[config.mk]
export PLATFORM = sky130hd
export DESIGN_NAME = channel_demux_table_top
export DESIGN_NICKNAME = d
export VERILOG_FILES = /design/src/rtl/chdt_pkg.sv /design/src/rtl/chdt_ctrl.sv /design/src/rtl/chdt_datapath.sv /design/src/rtl/channel_demux_table_top.sv
export SDC_FILE = /design/constraint.sdc
export NUM_CORES = 1
export LEC_CHECK = 0
export ABC_CLOCK_PERIOD_IN_PS = 6290
export BUFFER_PORTS_ARGS = -buffer_cell sky130_fd_sc_hd__buf_2
export CAP_MARGIN = 15
export CORE_UTILIZATION = 35
export DETAILED_ROUTE_END_ITERATION = 8
export HOLD_SLACK_MARGIN = 0.15
export PLACE_DENSITY = 0.48
export SLEW_MARGIN = 10
export SYNTH_ARGS = -nofsm -noshare
export SYNTH_HDL_FRONTEND = slang
export SYNTH_SLANG_ARGS = --single-unit
[constraint.sdc]
create_clock -name clock -period 6.29 [get_ports clock]
set_clock_uncertainty 0.2 [all_clocks]
set_input_delay 0 -clock clock [delete_from_list [all_inputs] [get_ports clock]]
set_output_delay 0 -clock clock [all_outputs]
set_load 0.02 [all_outputs]
[src/rtl/chdt_pkg.sv]
package chdt_pkg;

   // request kinds
   localparam logic [1:0] KIND_OPEN = 2'd0;
   localparam logic [1:0] KIND_BYTE = 2'd1;
   localparam logic [1:0] KIND_FAIL = 2'd2;

   // result events
   localparam logic [2:0] EV_OPENED    = 3'd0;
   localparam logic [2:0] EV_REFUSED   = 3'd1;
   localparam logic [2:0] EV_HEADER    = 3'd2;
   localparam logic [2:0] EV_DATA      = 3'd3;
   localparam logic [2:0] EV_ERROR     = 3'd4;
   localparam logic [2:0] EV_ENDED     = 3'd5;
   localparam logic [2:0] EV_ERR_CLOSE = 3'd6;
   localparam logic [2:0] EV_MALFORMED = 3'd7;

   // most results reported for one fail-all
   localparam int MAX_RESULTS = 16;
   localparam int CNT_W       = $clog2(MAX_RESULTS + 1);

   typedef struct packed {
      logic take_req;
      logic emit_second;
      logic open_step;
      logic open_commit;
      logic fail_step;
   } cmd_type;

   typedef struct packed {
      logic can_load;
      logic byte_two;
      logic no_free;
      logic idx_last;
      logic fail_need;
   } status_type;

endpackage

[src/rtl/chdt_ctrl.sv]
module chdt_ctrl (
   input  logic                 clock,
   input  logic                 reset,
   input  logic                 req_valid,
   input  logic [1:0]           req_kind,
   output logic                 req_stall,
   input  chdt_pkg::status_type sts,
   output chdt_pkg::cmd_type    cmd
);
   import chdt_pkg::*;

   typedef enum logic [4:0] {
      ST_IDLE      = 5'b00001,
      ST_SECOND    = 5'b00010,
      ST_OPEN_SCAN = 5'b00100,
      ST_OPEN_DONE = 5'b01000,
      ST_FAIL_SCAN = 5'b10000
   } state_type;

   state_type state_ff, state_in;

   // sequence commands per state
   always_comb begin
      cmd       = '0;
      state_in  = state_ff;
      req_stall = 1'b1;
      unique case (state_ff)
         ST_IDLE: begin
            req_stall = !sts.can_load;
            if (req_valid && sts.can_load) begin
               cmd.take_req = 1'b1;
               priority if (req_kind == KIND_OPEN && !sts.no_free) begin
                  state_in = ST_OPEN_SCAN;
               end else if (req_kind == KIND_FAIL) begin
                  state_in = ST_FAIL_SCAN;
               end else if (req_kind == KIND_BYTE && sts.byte_two) begin
                  state_in = ST_SECOND;
               end else begin
                  state_in = ST_IDLE;
               end
            end
         end
         ST_SECOND: begin
            if (sts.can_load) begin
               cmd.emit_second = 1'b1;
               state_in        = ST_IDLE;
            end
         end
         ST_OPEN_SCAN: begin
            cmd.open_step = 1'b1;
            if (sts.idx_last) begin
               state_in = ST_OPEN_DONE;
            end
         end
         ST_OPEN_DONE: begin
            if (sts.can_load) begin
               cmd.open_commit = 1'b1;
               state_in        = ST_IDLE;
            end
         end
         ST_FAIL_SCAN: begin
            if (!sts.fail_need || sts.can_load) begin
               cmd.fail_step = 1'b1;
               if (sts.idx_last) begin
                  state_in = ST_IDLE;
               end
            end
         end
         default: begin
            state_in = ST_IDLE;
         end
      endcase
   end

   always_ff @(posedge clock) begin
      if (reset) begin
         state_ff <= ST_IDLE;
      end else begin
         state_ff <= state_in;
      end
   end

endmodule

[src/rtl/chdt_datapath.sv]
module chdt_datapath #(
   parameter int NUM_SLOTS = 16
) (
   input  logic                 clock,
   input  logic                 reset,
   input  logic [1:0]           req_kind,
   input  logic [7:0]           req_byte_value,
   input  logic                 req_first_byte,
   input  logic                 req_last_byte,
   input  logic                 req_packet_error,
   input  logic                 rsp_stall,
   input  chdt_pkg::cmd_type    cmd,
   output chdt_pkg::status_type sts,
   output logic                 rsp_valid,
   output logic [2:0]           rsp_event_res,
   output logic [15:0]          rsp_stream_id,
   output logic [7:0]           rsp_data_byte,
   output logic                 rsp_segment_end,
   output logic                 rsp_last_result
);
   import chdt_pkg::*;

   localparam int IDXW = $clog2(NUM_SLOTS);

   typedef enum logic [7:0] {
      POS_IDLE     = 8'b00000001,
      POS_ID_LO    = 8'b00000010,
      POS_LEN_HI   = 8'b00000100,
      POS_LEN_LO   = 8'b00001000,
      POS_SEG      = 8'b00010000,
      POS_BODY     = 8'b00100000,
      POS_ERR_BODY = 8'b01000000,
      POS_TAIL     = 8'b10000000
   } pos_type;

   // channel table
   logic [NUM_SLOTS-1:0] valid_ff, valid_in;
   logic [NUM_SLOTS-1:0] phase_ff;
   logic [15:0]          id_ff [NUM_SLOTS];
   logic [15:0]          nfid_ff, nfid_in;

   // packet parser
   pos_type     pos_ff, pos_in;
   logic [7:0]  id_hi_ff, id_hi_in;
   logic [IDXW-1:0] cur_ff, cur_in;
   logic [7:0]  len_hi_ff, len_hi_in;
   logic [15:0] rem_ff, rem_in;
   logic        szl_ff, szl_in;

   // open and fail-all sweeps
   logic [IDXW-1:0]  free_ff, free_in;
   logic [16:0]      cand_ff, cand_in;
   logic [IDXW-1:0]  idx_ff, idx_in;
   logic [CNT_W-1:0] cnt_ff, cnt_in;

   // result register and held second result
   logic        out_v_ff, out_v_in;
   logic [2:0]  out_ev_ff, out_ev_in;
   logic [15:0] out_id_ff, out_id_in;
   logic [7:0]  out_db_ff, out_db_in;
   logic        out_se_ff, out_se_in;
   logic        out_last_ff, out_last_in;
   logic [2:0]  sec_ev_ff;
   logic [15:0] sec_id_ff;

   // lookups
   logic            any_free, hit_any, can_load;
   logic [IDXW-1:0] free_idx, hit_idx;
   logic [15:0]     id_lk, cs_id, sweep_id;
   logic            fail_need, any_above, fail_last;
   logic [16:0]     sweep_inc;

   // byte path results
   logic            r0_v, r0_se, r1_v;
   logic [2:0]      r0_ev, r1_ev;
   logic [7:0]      r0_db;
   logic [15:0]     res_id, rem_dec, len_full;
   logic            b_close, b_set_phase;
   logic [IDXW-1:0] b_close_idx;
   logic [15:0]     b_close_id;
   logic            is_byte;

   assign can_load  = !out_v_ff || !rsp_stall;
   assign id_lk     = {id_hi_ff, req_byte_value};
   assign cs_id     = id_ff[cur_ff];
   assign sweep_id  = id_ff[idx_ff];
   assign sweep_inc = {1'b0, sweep_id} + 17'd1;
   assign len_full  = {len_hi_ff, req_byte_value};
   assign rem_dec   = rem_ff - 16'd1;
   assign is_byte   = cmd.take_req && (req_kind == KIND_BYTE);

   // find lowest free slot and lowest matching slot
   always_comb begin
      any_free = 1'b0;
      free_idx = '0;
      hit_any  = 1'b0;
      hit_idx  = '0;
      for (int s = NUM_SLOTS - 1; s >= 0; s--) begin
         if (!valid_ff[s]) begin
            any_free = 1'b1;
            free_idx = IDXW'(s);
         end
         if (valid_ff[s] && id_ff[s] == id_lk) begin
            hit_any = 1'b1;
            hit_idx = IDXW'(s);
         end
      end
   end

   // fail-all sweep status
   assign fail_need = valid_ff[idx_ff] && (cnt_ff < CNT_W'(MAX_RESULTS));
   assign any_above = ((valid_ff >> idx_ff) >> 1) != '0;
   assign fail_last = (cnt_ff == CNT_W'(MAX_RESULTS - 1)) || !any_above;

   assign sts.can_load  = can_load;
   assign sts.byte_two  = r1_v;
   assign sts.no_free   = !any_free;
   assign sts.idx_last  = (idx_ff == IDXW'(NUM_SLOTS - 1));
   assign sts.fail_need = fail_need;

   // parse one packet byte
   always_comb begin
      r0_v        = 1'b0;
      r0_ev       = EV_OPENED;
      r0_db       = 8'd0;
      r0_se       = 1'b0;
      r1_v        = 1'b0;
      r1_ev       = EV_MALFORMED;
      res_id      = cs_id;
      pos_in      = pos_ff;
      cur_in      = cur_ff;
      len_hi_in   = len_hi_ff;
      rem_in      = rem_ff;
      szl_in      = szl_ff;
      id_hi_in    = id_hi_ff;
      b_close     = 1'b0;
      b_close_idx = cur_ff;
      b_close_id  = cs_id;
      b_set_phase = 1'b0;
      if (req_first_byte) begin
         id_hi_in = req_byte_value;
         pos_in   = req_last_byte ? POS_IDLE : POS_ID_LO;
      end else begin
         unique case (pos_ff)
            POS_IDLE: begin
            end
            POS_ID_LO: begin
               if (!hit_any) begin
                  pos_in = POS_IDLE;
               end else begin
                  cur_in      = hit_idx;
                  szl_in      = 1'b0;
                  res_id      = id_lk;
                  b_close_idx = hit_idx;
                  b_close_id  = id_lk;
                  priority if (req_packet_error) begin
                     pos_in = POS_ERR_BODY;
                     if (req_last_byte) begin
                        r0_v    = 1'b1;
                        r0_ev   = EV_ERR_CLOSE;
                        b_close = 1'b1;
                        pos_in  = POS_IDLE;
                     end
                  end else if (phase_ff[hit_idx]) begin
                     pos_in = POS_BODY;
                     if (req_last_byte) begin
                        r0_v    = 1'b1;
                        r0_ev   = EV_ENDED;
                        b_close = 1'b1;
                        pos_in  = POS_IDLE;
                     end
                  end else begin
                     pos_in = POS_LEN_HI;
                     if (req_last_byte) begin
                        r0_v   = 1'b1;
                        r0_ev  = EV_MALFORMED;
                        pos_in = POS_IDLE;
                     end
                  end
               end
            end
            POS_LEN_HI: begin
               len_hi_in = req_byte_value;
               pos_in    = POS_LEN_LO;
               if (req_last_byte) begin
                  r0_v   = 1'b1;
                  r0_ev  = EV_MALFORMED;
                  pos_in = POS_IDLE;
               end
            end
            POS_LEN_LO: begin
               if (len_full == 16'd0) begin
                  szl_in = 1'b1;
                  pos_in = POS_TAIL;
                  if (req_last_byte) begin
                     b_set_phase = 1'b1;
                     pos_in      = POS_IDLE;
                  end
               end else begin
                  rem_in = len_full;
                  pos_in = POS_SEG;
                  if (req_last_byte) begin
                     r0_v   = 1'b1;
                     r0_ev  = EV_MALFORMED;
                     pos_in = POS_IDLE;
                  end
               end
            end
            POS_SEG: begin
               rem_in = rem_dec;
               r0_v   = 1'b1;
               r0_ev  = EV_HEADER;
               r0_db  = req_byte_value;
               r0_se  = (rem_dec == 16'd0);
               if (rem_dec == 16'd0) begin
                  pos_in = req_last_byte ? POS_IDLE : POS_LEN_HI;
               end else if (req_last_byte) begin
                  r1_v   = 1'b1;
                  r1_ev  = EV_MALFORMED;
                  pos_in = POS_IDLE;
               end
            end
            POS_TAIL: begin
               szl_in = 1'b0;
               if (req_last_byte) begin
                  r0_v   = 1'b1;
                  r0_ev  = EV_MALFORMED;
                  pos_in = POS_IDLE;
               end
            end
            POS_BODY: begin
               r0_v  = 1'b1;
               r0_ev = EV_DATA;
               r0_db = req_byte_value;
               if (req_last_byte) begin
                  pos_in = POS_IDLE;
               end
            end
            POS_ERR_BODY: begin
               r0_v  = 1'b1;
               r0_ev = EV_ERROR;
               r0_db = req_byte_value;
               if (req_last_byte) begin
                  r1_v    = 1'b1;
                  r1_ev   = EV_ERR_CLOSE;
                  b_close = 1'b1;
                  pos_in  = POS_IDLE;
               end
            end
            default: begin
               pos_in = POS_IDLE;
            end
         endcase
      end
   end

   // next table and sweep state
   always_comb begin
      valid_in = valid_ff;
      nfid_in  = nfid_ff;
      free_in  = free_ff;
      cand_in  = cand_ff;
      idx_in   = idx_ff;
      cnt_in   = cnt_ff;
      if (cmd.take_req) begin
         free_in = free_idx;
         cand_in = {1'b0, nfid_ff} + 17'd1;
         idx_in  = '0;
         cnt_in  = '0;
      end
      if (is_byte && b_close) begin
         valid_in[b_close_idx] = 1'b0;
         if (b_close_id < nfid_ff) begin
            nfid_in = b_close_id;
         end
      end
      if (cmd.open_step) begin
         if (valid_ff[idx_ff] && sweep_inc > cand_ff) begin
            cand_in = sweep_inc;
         end
         idx_in = idx_ff + 1'b1;
      end
      if (cmd.open_commit) begin
         valid_in[free_ff] = 1'b1;
         nfid_in           = cand_ff[15:0];
      end
      if (cmd.fail_step) begin
         if (valid_ff[idx_ff]) begin
            valid_in[idx_ff] = 1'b0;
            if (sweep_id < nfid_ff) begin
               nfid_in = sweep_id;
            end
         end
         if (fail_need) begin
            cnt_in = cnt_ff + 1'b1;
         end
         idx_in = idx_ff + 1'b1;
      end
   end

   // load the result register
   always_comb begin
      out_v_in    = out_v_ff && rsp_stall;
      out_ev_in   = out_ev_ff;
      out_id_in   = out_id_ff;
      out_db_in   = out_db_ff;
      out_se_in   = out_se_ff;
      out_last_in = out_last_ff;
      priority if (cmd.take_req && req_kind == KIND_OPEN && !any_free) begin
         out_v_in    = 1'b1;
         out_ev_in   = EV_REFUSED;
         out_id_in   = nfid_ff;
         out_db_in   = 8'd0;
         out_se_in   = 1'b0;
         out_last_in = 1'b1;
      end else if (is_byte && r0_v) begin
         out_v_in    = 1'b1;
         out_ev_in   = r0_ev;
         out_id_in   = res_id;
         out_db_in   = r0_db;
         out_se_in   = r0_se;
         out_last_in = !r1_v;
      end else if (cmd.emit_second) begin
         out_v_in    = 1'b1;
         out_ev_in   = sec_ev_ff;
         out_id_in   = sec_id_ff;
         out_db_in   = 8'd0;
         out_se_in   = 1'b0;
         out_last_in = 1'b1;
      end else if (cmd.open_commit) begin
         out_v_in    = 1'b1;
         out_ev_in   = EV_OPENED;
         out_id_in   = nfid_ff;
         out_db_in   = 8'd0;
         out_se_in   = 1'b0;
         out_last_in = 1'b1;
      end else if (cmd.fail_step && fail_need) begin
         out_v_in    = 1'b1;
         out_ev_in   = EV_ERR_CLOSE;
         out_id_in   = sweep_id;
         out_db_in   = 8'd0;
         out_se_in   = 1'b0;
         out_last_in = fail_last;
      end else begin
         out_v_in    = out_v_ff && rsp_stall;
      end
   end

   // control registers
   always_ff @(posedge clock) begin
      if (reset) begin
         valid_ff <= '0;
         nfid_ff  <= '0;
         pos_ff   <= POS_IDLE;
         out_v_ff <= 1'b0;
      end else begin
         valid_ff <= valid_in;
         nfid_ff  <= nfid_in;
         out_v_ff <= out_v_in;
         if (is_byte) begin
            pos_ff <= pos_in;
         end else if (cmd.take_req && req_kind == KIND_FAIL) begin
            pos_ff <= POS_IDLE;
         end
      end
   end

   // payload registers
   always_ff @(posedge clock) begin
      free_ff     <= free_in;
      cand_ff     <= cand_in;
      idx_ff      <= idx_in;
      cnt_ff      <= cnt_in;
      out_ev_ff   <= out_ev_in;
      out_id_ff   <= out_id_in;
      out_db_ff   <= out_db_in;
      out_se_ff   <= out_se_in;
      out_last_ff <= out_last_in;
      if (is_byte) begin
         id_hi_ff  <= id_hi_in;
         cur_ff    <= cur_in;
         len_hi_ff <= len_hi_in;
         rem_ff    <= rem_in;
         szl_ff    <= szl_in;
         sec_ev_ff <= r1_ev;
         sec_id_ff <= res_id;
      end
   end

   // write table ids and phases
   always_ff @(posedge clock) begin
      if (cmd.open_commit) begin
         id_ff[free_ff]    <= nfid_ff;
         phase_ff[free_ff] <= 1'b0;
      end else if (is_byte && b_set_phase) begin
         phase_ff[cur_ff] <= 1'b1;
      end
   end

   assign rsp_valid       = out_v_ff;
   assign rsp_event_res   = out_ev_ff;
   assign rsp_stream_id   = out_id_ff;
   assign rsp_data_byte   = out_db_ff;
   assign rsp_segment_end = out_se_ff;
   assign rsp_last_result = out_last_ff;

endmodule

[src/rtl/channel_demux_table_top.sv]
// Channel   Prefix  Direction  Fields
// request   req_    in         kind, byte_value, first_byte, last_byte, packet_error
// result    rsp_    out        event_res, stream_id, data_byte, segment_end, last_result
//
// A packet byte that yields two results holds the next request until the
// second result is loaded. An open sweeps the table for the highest live id
// and then commits; a refused open needs no sweep. Fail-all steps through
// every slot and waits on a full result register only for a slot it reports.
// Reset is synchronous and clears the table at once. The request side stalls
// while the result register is full and rsp_stall is high, and outside idle.
module channel_demux_table_top #(
   parameter int NUM_SLOTS = 16
) (
   input  logic        clock,
   input  logic        reset,
   input  logic        req_valid,
   output logic        req_stall,
   input  logic [1:0]  req_kind,
   input  logic [7:0]  req_byte_value,
   input  logic        req_first_byte,
   input  logic        req_last_byte,
   input  logic        req_packet_error,
   output logic        rsp_valid,
   input  logic        rsp_stall,
   output logic [2:0]  rsp_event_res,
   output logic [15:0] rsp_stream_id,
   output logic [7:0]  rsp_data_byte,
   output logic        rsp_segment_end,
   output logic        rsp_last_result
);
   import chdt_pkg::*;

   cmd_type    cmd;
   status_type sts;

   chdt_ctrl u_ctrl (
      .clock     (clock),
      .reset     (reset),
      .req_valid (req_valid),
      .req_kind  (req_kind),
      .req_stall (req_stall),
      .sts       (sts),
      .cmd       (cmd)
   );

   chdt_datapath #(
      .NUM_SLOTS (NUM_SLOTS)
   ) u_datapath (
      .clock            (clock),
      .reset            (reset),
      .req_kind         (req_kind),
      .req_byte_value   (req_byte_value),
      .req_first_byte   (req_first_byte),
      .req_last_byte    (req_last_byte),
      .req_packet_error (req_packet_error),
      .rsp_stall        (rsp_stall),
      .cmd              (cmd),
      .sts              (sts),
      .rsp_valid        (rsp_valid),
      .rsp_event_res    (rsp_event_res),
      .rsp_stream_id    (rsp_stream_id),
      .rsp_data_byte    (rsp_data_byte),
      .rsp_segment_end  (rsp_segment_end),
      .rsp_last_result  (rsp_last_result)
   );

endmodule

==> impl_results.md, run 1 <==
* P_int at 0.00551 W
* Commonest non-fill, non-tap cell in the layout: edfxtp_1
* Row cnt at slightly above 100
* Critical path required time at around 6.6 ns
* Cell Pwr Density at about 250 nW/µm²
* Primary FF master, synth: edfxtp_1
* Pre-CTS WS at around 0.26 ns
* Number of buffers created by CTS at 52
* TritonCTS Sinks at 438
* Final Worst Setup Slack at slightly below 0.3 ns
* Vias in the first global route at 20,200
* First-pass GRT wire length at about 150 mm
* Yosys reg bits at ~440
* GPL Wtd Cong at approximately 0.98
* Root buf cell: clkbuf_16
* Wire per inst at approximately 31 µm
* Flop-to-flop setup slack at 0.29 ns
* Worst IR Drop VDD at 0.190 mV
* Yosys warns at 0
* Worst Tran Pin Value at between 1 and 1.5 ns
* Post-Syn Instances at 2,270
* Routed Antenna Nets at 0
* Reg2reg path depth at 15
* Share of total power in the clock network at approximately 43%
* Hpwl dp at ~80 mm
* Congestion Overflow GR at 0
* Worst Hold Endpoint: u_datapath.rsp_event_res[1]
* Leakage power at around 10 nW
* Switching pwr at 0.00202 W
* Most frequent cells in the layout: 349 x edfxtp_1, 226 x nand2_1, 186 x xnor2_1
* Status: complete, no violations
* Gr usage total at between 20% and 30%
* Area of the multi-input gates at approximately 14,000 µm²
* DRC at 0
* Die height at 279 µm
* Initial antenna violation count at 3
* DIE AREA at ~80,000 µm²
* TritonRoute pass-1 iters at 6
* DRT iter0 DRCs at ~2,000
* Port bufs at 47
* Slew Viols, Final at 0
* Sequential area share after synthesis at about 46%
* Synthesized cell area at approximately 27,000 µm²
* Filler Cells Inserted at just over 7,000
* Hold Vio Cnt, Final at 0
* Gate power share at roughly 15%
* Worst r2r dst: u_datapath.cand_ff[4]
* Min cycle time layout at between 5 and 6 ns
* Io pins at 48
* Slew margin rel. at roughly 25%
* Count of final setup violators at 0
* Worst hold start: req_last_byte
* Sw frac at between 20% and 30%
* Clk buf depth at 3
* Layout area overhead at 13.6%
* Die Wd at between 200 and 300 µm
* Via/cell ratio at ~6
* Max H-tree Level at 2
* Core box area at 75,900 µm²
* Hold Path Depth at 4
* Max Freq at 167 MHz
* Fin Hold WS at 0.172 ns
* Hold Crit Class: in2reg
* Synth cell types at 100
* Sequential cell area at approximately 12,000 µm²
* Synthesized area per cell at about 12 µm²
* Post-synth EDFFs at about 350
* Setup TNS at 0 ns
* Starting density of the core at 35.4%
* Final period util at between 90% and 100%
* Layout cell share with drive strength beyond 1 at a little under a fifth
* DR vias at ~21,000
* Worst-path maximum fanout at 23
* Routed WL at between 100 and 150 mm
* Final net count at roughly 2,400
* Largest net degree at the start of global routing at 48
* CP Data Arrival Time at 6.30 ns
* Unrepaired setup endpoints after global routing: no
* Reg clk slew, reported paths at roughly 0.060 ns
* Crit path kind: reg2reg
* Critical path capture point type: flip-flop
* Startpoint Class: flip-flop
* Total Power at about 0.0075 W
* TritonCTS clock tree: done
* Syn_nets at roughly 2,300
* Sequential power share at 42.5%
* Post-synthesis async set-or-reset flop share at 0%
* Clk Latency, worst-skew pair at 0.62 ns
* Max_cap viols at 0
per-layer routing:
metal / GRT usage, % / vias to the layer above / part of all wire, %
met2: 43.9 / 999 / 47
met5: 0 / - / 0.0086
met1: 35.8 / 10600 / 42
met4: 9.58 / 2 / 3.7
li1: - / 8856 / -
met3: 4.13 / 178 / 7.4
flip-flops by register name, indices dropped and copies added, names as in the netlist, 3 cells and up, named ones only:
signal                    cells
u_datapath.id_ff            256
u_datapath.cand_ff           17
u_datapath.nfid_ff           16
u_datapath.phase_ff          16
u_datapath.rem_ff            16
u_datapath.rsp_stream_id     16
u_datapath.sec_id_ff         16
u_datapath.valid_ff          16
u_datapath.id_hi_ff           8
u_datapath.len_hi_ff          8
u_datapath.pos_ff             8
u_datapath.rsp_data_byte      8
u_ctrl.state_ff               5
u_datapath.cnt_ff             5
u_datapath.cur_ff             4
u_datapath.free_ff            4
u_datapath.idx_ff             4
u_datapath.rsp_event_res      3
synth_stat cells (16+ instances only):
master / instances / area [µm²]
nand2_1: 226 / 848
nor4_1: 52 / 325
mux4_2: 165 / 3720
a22o_1: 18 / 158
nor3_1: 31 / 155
and3_1: 22 / 138
edfxtp_1: 349 / 10500
inv_1: 77 / 289
nor2b_1: 20 / 125
mux2_2: 17 / 191
ha_1: 57 / 713
nand3_1: 73 / 365
buf_1: 16 / 60.1
a21o_1: 20 / 150
nor2_1: 120 / 450
clkbuf_1: 73 / 274
a21oi_1: 42 / 210
xnor2_1: 186 / 1630
nand4_1: 73 / 457
a22oi_1: 23 / 173
buf_4: 18 / 135
o21ai_0: 104 / 521
xor2_1: 113 / 990
dfxtp_1: 89 / 1780
cell type report:
cell class | instances | area share, %
inverters | 78 | 0.959
well taps | 1030 | 4.22
flip-flops and latches | 438 | 40.2
clock inverters | 26 | 1.13
multi-input cells | 1617 | 44.6
repair buffers | 169 | 4.28
diodes | 1 | 0.00819
clock buffers | 71 | 4.67
through the flow:
step                std cells  cell area, µm²  util (%)
global placement         3299           28400      37.4
CTS                      3428           30500      40.2
floorplan                2270           26900         -
detailed placement       3299           28400      37.4
finish                   3430           30500      40.2
global route             3429           30500      40.2
timing repair:
action,in CTS,in global routing
resized for setup,0,0
endpoints found under the hold margin,146,0
buffers inserted,0,0
hold buffers,32,0
how the worst max path moves through the flow:
stage | slack, ns | end | depth (start not counted)
floorplan | 0.94 | u_datapath.cand_ff[10] | 18
global placement | 0.21 | u_datapath.cand_ff[6] | 15
detailed placement | 0.26 | u_datapath.cand_ff[14] | 15
CTS | 0.24 | u_datapath.cand_ff[10] | 15
global route | 0.05 | u_datapath.cand_ff[14] | 16
finish | 0.29 | u_datapath.cand_ff[4] | 15
worst max-delay path: stages, from the launching register on:
cell     delay [ns]
dfxtp_4        0.75
buf_4          0.35
mux4_2         0.62
mux4_2         0.64
nand2_1        0.12
nor2_1         0.07
and3_1         0.23
and3_1         0.22
and3_1         0.23
and3_1         0.21
ha_1           0.31
nand4_1        0.19
nor4_1         0.09
a41oi_1        0.32
o311a_1        0.84
mux2_2         0.42
power by group through the flow:
stage	Clock, W	Sequential, W	Combinational, W
5_1_grt	0.00337	0.00320	0.00117
3_3_place_gp	0	0.00326	0.00107
4_1_cts	0.00326	0.00320	0.00109
3_5_place_dp	0	0.00326	0.00107
2_1_floorplan	0	0.00320	0.000737
6_report	0.00322	0.00320	0.00111
cell families (layout without fill, tap and decap cells):
kind of cell / after synthesis / after routing / synth area share [%]
adder cells (fa/ha/maj): 57 / 57 / 2.65
multiplexers: 190 / 190 / 14.9
buffers and inverters: 215 / 344 / 3.84
AND/OR/NAND/NOR: 738 / 738 / 14.5
other: 0 / 1 / 0
AO/OA/AOI/OAI: 332 / 332 / 8.70
flip-flops: 438 / 438 / 45.6
XOR/XNOR: 300 / 300 / 9.80
No activity file was read; power rests on OpenSTA's default activity.
==> run 2, diff against run 1 <==
--- a/config.mk
+++ b/config.mk
@@ -5,7 +5,7 @@
 export SDC_FILE = /design/constraint.sdc
 export NUM_CORES = 1
 export LEC_CHECK = 0
-export ABC_CLOCK_PERIOD_IN_PS = 6290
+export ABC_CLOCK_PERIOD_IN_PS = 6400
 export BUFFER_PORTS_ARGS = -buffer_cell sky130_fd_sc_hd__buf_2
 export CAP_MARGIN = 15
 export CORE_UTILIZATION = 35
==> constraint.sdc (replaced) <==
create_clock -name clock -period 6.4 [get_ports clock]
set_clock_uncertainty 0.2 [all_clocks]
set_input_delay 0 -clock clock [delete_from_list [all_inputs] [get_ports clock]]
set_output_delay 0 -clock clock [all_outputs]
set_load 0.02 [all_outputs]
==> run 2 against run 1 <==
  * Clock power is 5% lower
  * Via count is 1.6% lower
  * Critical path depth is 11 higher
  * Utilization is 0.11 points lower
  * Setup slack better by 0.20 ns
  * Die area stayed put
  * Hold slack better by 0.025 ns
  * Cell area is 0.27% lower
  * Sequential power is 2% lower
  * Non-clock buffer count is 6 lower
==> impl_results.md, run 2 (synthesized netlist as in run 1, its figures left out) <==
* Io pins at 48 (unchanged)
* Slew margin rel. at 23.3% (-1.3 points)
* Count of final setup violators at 0 (unchanged)
* Flop-to-flop setup slack at 0.49 ns (+0.20 ns)
* DRC at 0 (unchanged)
* TritonCTS clock tree: done
* Largest regs: u_datapath.id_ff (256), u_datapath.cand_ff (17)
* GPL Wtd Cong at 1.01 (+2.9%)
* Commonest non-fill, non-tap cell in the layout: edfxtp_1
* Max_cap viols at 0 (unchanged)
* Slew Viols, Final at 0 (unchanged)
* Worst hold start: req_first_byte
* Sw frac at 27.1% (+0.31 points)
* Port bufs at 47 (unchanged)
* Core box area at 75,900 µm² (unchanged)
* Setup TNS at 0 ns (unchanged)
* Starting density of the core at 35.4% (unchanged)
* Status: complete, no violations
* Clk buf depth at 3 (unchanged)
* Critical Path Max Stage Delay at 0.81 ns (-0.03 ns)
* CP startpoint: u_datapath.id_hi_ff[5]
* Most frequent cells in the layout: 349 x edfxtp_1, 226 x nand2_1, 186 x xnor2_1
* Setup repair bufs after CTS at 0 (unchanged)
* Min cycle time layout at 5.91 ns (-0.0883 ns)
* Reg clk slew, reported paths at 0.06 ns (about the same)
* Max reg flops at 256 (unchanged)
* Initial antenna violation count at 8 (+5)
* Routed WL at 102 mm (-2.6%)
* Critical path required time at 6.70 ns (+0.11 ns)
* Row cnt at 101 (unchanged)
* Sequential power share at 43.1% (+0.6 points)
* Total Power at 0.00727 W (-3.3%)
* Die height at 279 µm (unchanged)
* Reg2reg path depth at 26 (+11)
* Via/cell ratio at 5.93 (-1.5%)
* Critical R2R Launch: u_datapath.id_hi_ff[5]
* Layout cell share with drive strength beyond 1 at 18.8% (+0.039 points)
* Clk Latency, worst-skew pair at 0.62 ns (about the same)
* CP Data Arrival Time at 6.20 ns (-0.10 ns)
* Worst Hold Endpoint: u_datapath.sec_ev_ff[0]
* Hold Vio Cnt, Final at 0 (unchanged)
* Startpoint Class: flip-flop
* DR vias at 20,300 (-1.6%)
* Switching pwr at 0.00197 W (-2.2%)
* Max H-tree Level at 2 (unchanged)
* Congestion Overflow GR at 0 (unchanged)
* Max Freq at 169 MHz (+1.5%)
* Gr usage total at 26.3% (-0.55 points)
* Crit path kind: reg2reg
* Hold Path Depth at 4 (unchanged)
* Biggest register: u_datapath.id_ff
* P_int at 0.00530 W (-3.7%)
* Number of buffers created by CTS at 52 (unchanged)
* Layout area overhead at 13.3%
* Worst r2r dst: u_datapath.nfid_ff[14]
* Hold Crit Class: in2reg
* Wire per inst at 29.9 µm (-2.5%)
* Worst-path maximum fanout at 32 (+39%)
* Filler Cells Inserted at 7,218 (+0.17%)
* Gate power share at 14.9% (+0.2 points)
* Worst IR Drop VDD at 0.192 mV (+1.0%)
* DRT iter0 DRCs at 2,021 (unchanged)
* Largest net degree at the start of global routing at 65 (+35%)
* TritonCTS Sinks at 438 (unchanged)
* Final net count at 2,424 (-0.25%)
* TritonRoute pass-1 iters at 7 (+1)
* Share of total power in the clock network at 42.0% (-0.8 points)
* Root buf cell: clkbuf_16
* Slowest library cell on the worst path: edfxtp_1
* Leakage power at 10.4 nW (-0.33%)
* Hpwl dp at 79.1 mm (-2.7%)
* Worst Tran Pin Value at 1.15 ns (+0.0189 ns)
* First-pass GRT wire length at 146 mm (-2.2%)
* Cell Pwr Density at 239 nW/µm² (-3.1%)
* Critical path capture point type: flip-flop
* Final period util at 92.3% (-3.0 points)
* DIE AREA at 77,900 µm² (unchanged)
* Die Wd at 279 µm (unchanged)
* Unrepaired setup endpoints after global routing: no
* Routed Antenna Nets at 0 (unchanged)
* Vias in the first global route at 19,800 (-2.1%)
run 2: cell types whose count changed in the layout (fill, tap and decap cells not counted), sizes merged:
cell / change
buf: -7
clkinv: +5
bufinv: -4
clkbuf: -3
dlygate4sd3: +2
inv: +2
run 2: worst max-delay path, delay by kind of cell, from the launching register on:
family	cells	cell delay (ns)
and+or+nand+nor	12	1.78
AOI/OAI and AO/OA	9	1.74
DFF	1	0.81
buffers and inverters	3	0.79
adders and majority gates	1	0.33
xor gates and xnor gates	1	0.10
run 2: layer usage:
metal / GRT usage [%] / vias up / part of all wire (%)
li1: - / 8862 / -
met1: 34.9 / 10300 / 41
met2: 42.8 / 920 / 47
met3: 4.26 / 207 / 7.2
met4: 10.1 / 8 / 4.2
met5: 0 / - / 0.051
run 2: worst max path at each step:
| stage | cells after the start | to | slack, ns |
|---|---|---|---|
| 2_1_floorplan | 18 | u_datapath.cand_ff[10] | 1.05 |
| 3_3_place_gp | 25 | u_datapath.nfid_ff[14] | 0.65 |
| 3_5_place_dp | 25 | u_datapath.nfid_ff[14] | 0.62 |
| 4_1_cts | 25 | u_datapath.nfid_ff[14] | 0.58 |
| 5_1_grt | 26 | u_datapath.nfid_ff[14] | 0.05 |
| 6_report | 26 | u_datapath.nfid_ff[14] | 0.49 |
run 2: final cells by class:
cell class              count  area [µm²]  share of cell area (%)
clock buffers              69        1460                    4.79
diodes                      1        2.50                 0.00822
flip-flops and latches    438       12300                    40.3
inverters                  78         293                   0.961
repair buffers            163        1250                    4.12
multi-input cells        1617       13600                    44.7
clock inverters            29         284                   0.933
well taps                1030        1290                    4.23
run 2: repair_timing:
| action | 4_1_cts | 5_1_grt |
|---|---|---|
| endpoints found under the hold margin | 147 | 0 |
| hold buffers | 34 | 0 |
| resized for setup | 0 | 0 |
run 2: power by group through the flow:
stage               clock, W  combinational [W]  sequential [W]
global route         0.00320            0.00115         0.00314
CTS                  0.00311            0.00107         0.00314
detailed placement         0            0.00105         0.00320
floorplan                  0           0.000724         0.00314
finish               0.00305            0.00108         0.00314
global placement           0            0.00105         0.00320
run 2: per-stage QoR:
stage	area (µm²)	instances	hold slack [ns]	worst slack (ns)	utilization, %
after floorplan	26900	2270	-0.101	1.05	-
after global placement	28400	3292	0.137	0.647	37.4
after detailed placement	28400	3292	0.142	0.617	37.4
after CTS	30500	3424	0.158	0.581	40.1
after global routing	30500	3424	0.217	0.0467	40.1
final	30500	3425	0.197	0.491	40.1
